[src/rtl/core/pixel_offset_to_distance_poly_assert.svh]
// assertion macros used by the core top-level file
`ifndef PIXEL_OFFSET_TO_DISTANCE_POLY_ASSERT_SVH
`define PIXEL_OFFSET_TO_DISTANCE_POLY_ASSERT_SVH

// same-cycle implication, disabled during reset
`define POD_ASSERT_IMPL(label, clk, rst_n, ante, cons) \
    label: assert property (@(posedge clk) disable iff (!rst_n) (ante) |-> (cons)) \
        else $error("assertion failed");

// next-cycle implication, disabled during reset
`define POD_ASSERT_NEXT(label, clk, rst_n, ante, cons) \
    label: assert property (@(posedge clk) disable iff (!rst_n) (ante) |=> (cons)) \
        else $error("assertion failed");

`endif

[src/rtl/core/pod_pkg.sv]
`timescale 1ns / 1ps

package pod_pkg;

    // lane pipeline depth, from lane input register to lane result register
    localparam int LANE_LAT = 8;

    localparam int DIST_W = 17;
    localparam int OFFS_W = 18;
    localparam int LIMIT_W = 16;
    localparam int CFG_IDX_W = 3;

    // saturated product width: magnitudes are capped at 2^61
    localparam int SAT_W = 62;
    localparam int Q_SHIFT = 16;
    localparam int ROUND_SHIFT = 24;

    localparam logic [CFG_IDX_W-1:0] IDX_X_LIN = 3'd0;
    localparam logic [CFG_IDX_W-1:0] IDX_X_CUBIC = 3'd1;
    localparam logic [CFG_IDX_W-1:0] IDX_X_QUINTIC = 3'd2;
    localparam logic [CFG_IDX_W-1:0] IDX_Y_LIN = 3'd3;
    localparam logic [CFG_IDX_W-1:0] IDX_Y_CUBIC = 3'd4;
    localparam logic [CFG_IDX_W-1:0] IDX_Y_QUINTIC = 3'd5;
    localparam logic [CFG_IDX_W-1:0] IDX_LIMIT = 3'd6;

    localparam int X_LIN_RST = 2792514;
    localparam int X_CUBIC_RST = 1197336;
    localparam int X_QUINTIC_RST = -109825;
    localparam int Y_LIN_RST = 4909484;
    localparam int Y_CUBIC_RST = -777111;
    localparam int Y_QUINTIC_RST = 713187;
    localparam logic [LIMIT_W-1:0] LIMIT_RST = 16'd51200;

    typedef struct packed {
        logic vld;
        logic lamp_ok;
        logic center_ok;
    } flag_t;

endpackage

[src/rtl/core/pod_merge.sv]
`timescale 1ns / 1ps

module pod_merge (
    input  logic                                clk,
    input  logic                                rst_n,
    input  logic                                en,
    input  pod_pkg::flag_t                      flg,
    input  logic signed [pod_pkg::DIST_W-1:0]   lmx,
    input  logic signed [pod_pkg::DIST_W-1:0]   lmy,
    input  logic signed [pod_pkg::DIST_W-1:0]   cmx,
    input  logic signed [pod_pkg::DIST_W-1:0]   cmy,
    input  logic signed [pod_pkg::DIST_W-1:0]   dmx,
    input  logic signed [pod_pkg::DIST_W-1:0]   dmy,
    output logic                                out_valid,
    output logic                                direct_valid,
    output logic signed [pod_pkg::DIST_W-1:0]   direct_x,
    output logic signed [pod_pkg::DIST_W-1:0]   direct_y,
    output logic                                offset_valid,
    output logic signed [pod_pkg::OFFS_W-1:0]   offset_x,
    output logic signed [pod_pkg::OFFS_W-1:0]   offset_y,
    output logic                                delta_valid,
    output logic signed [pod_pkg::DIST_W-1:0]   delta_x,
    output logic signed [pod_pkg::DIST_W-1:0]   delta_y
);

    localparam int DW = pod_pkg::DIST_W;
    localparam int OW = pod_pkg::OFFS_W;

    logic          out_valid_reg;
    logic          dv_reg, ov_reg;
    logic [DW-1:0] dx_reg, dy_reg, ex_reg, ey_reg;
    logic [OW-1:0] ox_reg, oy_reg;
    logic          both;
    logic signed [OW-1:0] ox_next, oy_next;

    assign both = flg.lamp_ok & flg.center_ok;
    assign ox_next = OW'(lmx) - OW'(cmx);
    assign oy_next = OW'(lmy) - OW'(cmy);

    always_ff @(posedge clk or negedge rst_n)
    begin
        if (!rst_n)
        begin
            out_valid_reg <= 1'b0;
        end
        else if (en)
        begin
            out_valid_reg <= flg.vld;
        end
    end

    always_ff @(posedge clk)
    begin
        if (en)
        begin
            dv_reg <= flg.lamp_ok;
            ov_reg <= both;
            dx_reg <= flg.lamp_ok ? DW'(lmx) : '0;
            dy_reg <= flg.lamp_ok ? DW'(lmy) : '0;
            ox_reg <= both ? OW'(ox_next) : '0;
            oy_reg <= both ? OW'(oy_next) : '0;
            ex_reg <= both ? DW'(dmx) : '0;
            ey_reg <= both ? DW'(dmy) : '0;
        end
    end

    assign out_valid    = out_valid_reg;
    assign direct_valid = dv_reg;
    assign direct_x     = $signed(dx_reg);
    assign direct_y     = $signed(dy_reg);
    assign offset_valid = ov_reg;
    assign offset_x     = $signed(ox_reg);
    assign offset_y     = $signed(oy_reg);
    assign delta_valid  = ov_reg;
    assign delta_x      = $signed(ex_reg);
    assign delta_y      = $signed(ey_reg);

endmodule

[config.mk]
export PLATFORM = sky130hd
export DESIGN_NAME = pod_merge
export DESIGN_NICKNAME = d
export VERILOG_FILES = /design/src/rtl/core/pixel_offset_to_distance_poly_assert.svh /design/src/rtl/core/pod_pkg.sv /design/src/rtl/core/pod_merge.sv
export SDC_FILE = /design/constraint.sdc
export NUM_CORES = 1
export LEC_CHECK = 0
export ABC_AREA = 1
export ABC_CLOCK_PERIOD_IN_PS = 900
export BUFFER_PORTS_ARGS = -buffer_cell sky130_fd_sc_hd__buf_2
export CAP_MARGIN = 10
export CORE_ASPECT_RATIO = 0.7
export CORE_MARGIN = 1.5
export CORE_UTILIZATION = 45
export DETAILED_ROUTE_END_ITERATION = 6
export PLACE_DENSITY = 0.74
export SYNTH_ARGS = -nofsm -noshare
export SYNTH_HDL_FRONTEND = slang
export SYNTH_SLANG_ARGS = --single-unit
[constraint.sdc]
create_clock -name clk -period 0.9 [get_ports clk]
set_clock_uncertainty 0.15 [all_clocks]
set_input_delay 0.09 -clock clk [delete_from_list [all_inputs] [get_ports clk]]
set_output_delay 0.09 -clock clk [all_outputs]
set_load 0.005 [all_outputs]
### Yosys cells after proc, flatten, opt, wreduce, memory -nomap -nowiden

Index checks and enable logic that the tools add are counted.

* bits of input ports: 108
* flip-flop bits (word level): 107
* logic and storage cells: 12

* bitwise logic cells: 1
* $add $sub $neg: 2

Operators with widths (count)
* 17-bit by 17-bit subtractor with 18-bit output: 2
* 1-bit bitwise AND: 1

### Longest topological paths before layout

* depth in word-level cells: 1
* mapped depth: 13

### Worst setup path after synthesis

OpenSTA, ideal clock, no wires.

* path kind: input port to flip-flop
* from: input lmy[0] (netlist bit)
* to: register oy_reg[12], in the netlist offset_y[12] (data pin)
* path buffers: 0
* data arrival time: 1.262 ns
* slack: -0.765 ns
* stages on the path: 12
* library setup time: 0.253 ns
* path through: inv_1 ha_1 inv_1 fa_1 nand3_1 nand2_2 nand2_1 nand2_2 nand2_1 nand2_1 nor2_1 nor2_1

* cells in the longest elaborated chain, start to end: 1

Ends and longest elaborated chain
* start, declared: RTL line pod_merge.sv:9 `input logic signed [pod_pkg::DIST_W-1:0] lmy,`
* 17-bit by 17-bit subtractor with 18-bit output: RTL line pod_merge.sv:38 `assign oy_next = OW'(lmy) - OW'(cmy);`
* end signal, assigned: RTL line pod_merge.sv:61 `oy_reg <= both ? OW'(oy_next) : '0;`
* end, declared: RTL line pod_merge.sv:32 `logic [OW-1:0] ox_reg, oy_reg;`

No other way between the ends.
A chain may end at the register's enable or synchronous reset.

### Final worst setup path

* from: input lmx[0] (netlist bit)
* to: register ox_reg[12], in the netlist offset_x[12] (data pin)

* cells in the longest elaborated chain, start to end: 1

Ends and longest elaborated chain
* start, declared: RTL line pod_merge.sv:8 `input logic signed [pod_pkg::DIST_W-1:0] lmx,`
* 17-bit by 17-bit subtractor with 18-bit output: RTL line pod_merge.sv:37 `assign ox_next = OW'(lmx) - OW'(cmx);`
* end signal, assigned: RTL line pod_merge.sv:60 `ox_reg <= both ? OW'(ox_next) : '0;`
* end, declared: RTL line pod_merge.sv:32

No other way between the ends.

==> flow_summary.toml <==
[run_status]
status = "finished with violations"
violations = "negative hold slack, negative setup slack"

[setup_path]
cp_max_fo = 4
cp_data_required_time_ns = 0.87
crit_arrival_ns = 1.34
cp-end-kind = "flip-flop"
crit_type = "in -> reg"
cpMaxStageDelayCell = "fa_2"
timing.rr.start = "out_valid"
cp_cell_sequence = "buf_12 > inv_12 > ha_4 > inv_4 > fa_2 > nand3_2 > nand2_4 > nand2_4 > nand2_4 > nand2_2 > nand2_2 > nor2_2 > nor2_1"
cpMostUsedCell = "nand2_4"
start_kind = "input port"
startpoint = "lmx[0]"
cp_slowest_stage_delay_ns = 0.39

[place]
dpl.cell_count = 1114
hpwlAfterDp_um = 12600
gp_congestion = 0.904
numPortBuffers = 215

[clocking]
cts_sinks = 107
cts_max_path_buffers = 2
hold_buffers = 55
clkTransAtPathRegs_ns = 0.08
cts_buffers = 9
cts-root-buf = "clkbuf_16"
clk_latency_ns = 0.35
cts_tree = "yes"
cts_max_level = 3

[drt]
drc_errors = 0
routed_wl_um = 19500
detail-route-antenna-nets = 0
vias_per_cell = 4.88
drt-pass1-iter-count = 7
drtIter0Drc = 378
vias = 5900
wire_per_inst_um = 16.1

[synthesis]
syn_inst = 688
syn_area_um2 = 5980
synth-main-ff-cell = "edfxtp_1"
ys_seq_elements = 107
yosysWarnings = 0
async_reset_ff_frac = 0.00935
avgSynthCellArea_um2 = 8.70
synth_edf_count = 106
synth.most_common_cell = "nand2_1"
synth_top_area_cell = "edfxtp_1"
synth_commonest_cells = "153 x nand2_1, 152 x inv_1, 106 x edfxtp_1"
yosysSeqAreaShare = 0.536
synth_fp_nets = 832
synthTopCellsByArea = "edfxtp_1 53%, nand2_1 9.6%, inv_1 9.5%"
yosysTopAreaCellShare = 0.532
synthDistinctLibCells = 29

[finish]
finalNonFillerCells = 1210
fin_nets = 1183
area_growth_syn_to_layout_pct = 71.3
diodes = 0
finalCoreUtilization = 0.785
drive_gt1_frac = 0.531

[sta]
finalCriticalPeriod_ns = 1.37
finalCritPeriodShare = 1.53
fin_tns_setup_ns = -33.75
slew_headroom = 0.770
setup_viol = 144
hold_viol = 14
hold_ws_ns = -0.166
tightest_slew_ns = 0.345
max_freq_mhz = 728
worst_slack_ns = -0.473
grt_setup_unrepaired = "true"
slew_viol_final = 0

[global_routing]
grt_pass1_vias = 5858
grt_overflow = 0
antenna_found_initial = 0
grt_pass1_wl_um = 28800
grt.total_usage = 0.265
grt_max_degree = 34

[floorplan]
io_pins = 216
die_x_um = 141
initial_core_util = 0.458
core-area_um2 = 13100
die_h_um = 99.5
rows = 35
die_area_um2 = 14000

[pwr]
power.total_uw = 14300
ir_worst_vdd_uv = 1030
p_leak_uw = 0.00509
powerDensity_nw_per_um2 = 1400

[hold_path]
hold_path.class = "in -> reg"
hp-start = "flg[2]"

[run]
maxCapViolCount = 0
==> layout make-up <==
class	instances	area (µm²)
multi-input combinational	416	3280
sequential	107	3210
fill	840	2800
timing repair buffer	352	2590
inverter	153	662
clock buffer	9	225
tap	166	208
clock inverter	7	72.6
==> worst max-delay path: cells and delay by family <==
| kind | cells | cell delay (ns) |
|---|---|---|
| buffers and inverters | 3 | 0.18 |
| AND/OR/NAND/NOR | 8 | 0.56 |
| adder cells (fa/ha/maj) | 2 | 0.51 |
==> stage by stage <==
step / cell area, µm² / worst slack [ns]
floorplan: 6630 / -0.679
global placement: 8300 / -0.898
detailed placement: 8300 / -0.920
CTS: 9740 / -0.431
global route: 10200 / -0.527
finish: 10200 / -0.473
==> cells in the final DEF (no fill, tap or decap), types with 7 or more instances in the layout <==
| cell | n |
|---|---|
| nand2_2 | 39 |
| buf_6 | 31 |
| dlygate4sd3_1 | 41 |
| buf_4 | 65 |
| nand3_2 | 24 |
| o21ai_0 | 7 |
| edfxtp_1 | 106 |
| nand2_4 | 30 |
| nor2_4 | 8 |
| a21oi_2 | 26 |
| inv_4 | 9 |
| buf_2 | 190 |
| nand2_1 | 96 |
| buf_12 | 10 |
| clkbuf_16 | 9 |
| a21oi_1 | 19 |
| dlymetal6s4s_1 | 14 |
| ha_4 | 31 |
| inv_2 | 22 |
| inv_1 | 116 |
| nor2_2 | 18 |
| nor2_1 | 72 |
| o21ai_2 | 10 |
==> worst paths after layout <==
path | end | slack (ns) | depth (start not counted)
max | offset_x[12] | -0.47 | 13
min | out_valid | -0.17 | 2
max reg2reg | out_valid | -0.15 | 2
min reg2reg | out_valid | 0.49 | 2
max in group asynchronous | out_valid | 0.07 | 3
min in group asynchronous | out_valid | 0.43 | 3
==> metal layers <==
| metal | global-route usage | wire length, µm |
|---|---|---|
| met1 | 0.349 | 8160 |
| met2 | 0.440 | 9580 |
| met3 | 0.0626 | 1370 |
| met4 | 0.0769 | 365 |
| met5 | 0 | 0 |
==> power by group <==
part	internal [µW]	switching, µW
combinational	2100	2260
sequential	5920	118
clock	1950	1990
==> kinds of logic (layout without fill, tap and decap cells) <==
family	count (synthesis)	count (layout)	share of synthesized area
AOI/OAI and AO/OA	73	73	0.0625
buffers and inverters	165	521	0.107
DFF	107	107	0.536
muxes	1	1	0.00188
and+or+nand+nor	304	304	0.211
xor gates and xnor gates	2	2	0.00293
adders and majority gates	36	36	0.0778
==> timing repair <==
action                     CTS  global route
hold endpoints to repair    69            12
buffers inserted            14            18
setup endpoints to repair  142           161
pin swaps                   60            63
resized for setup          132           120
No activity file was read; power rests on OpenSTA's default activity.
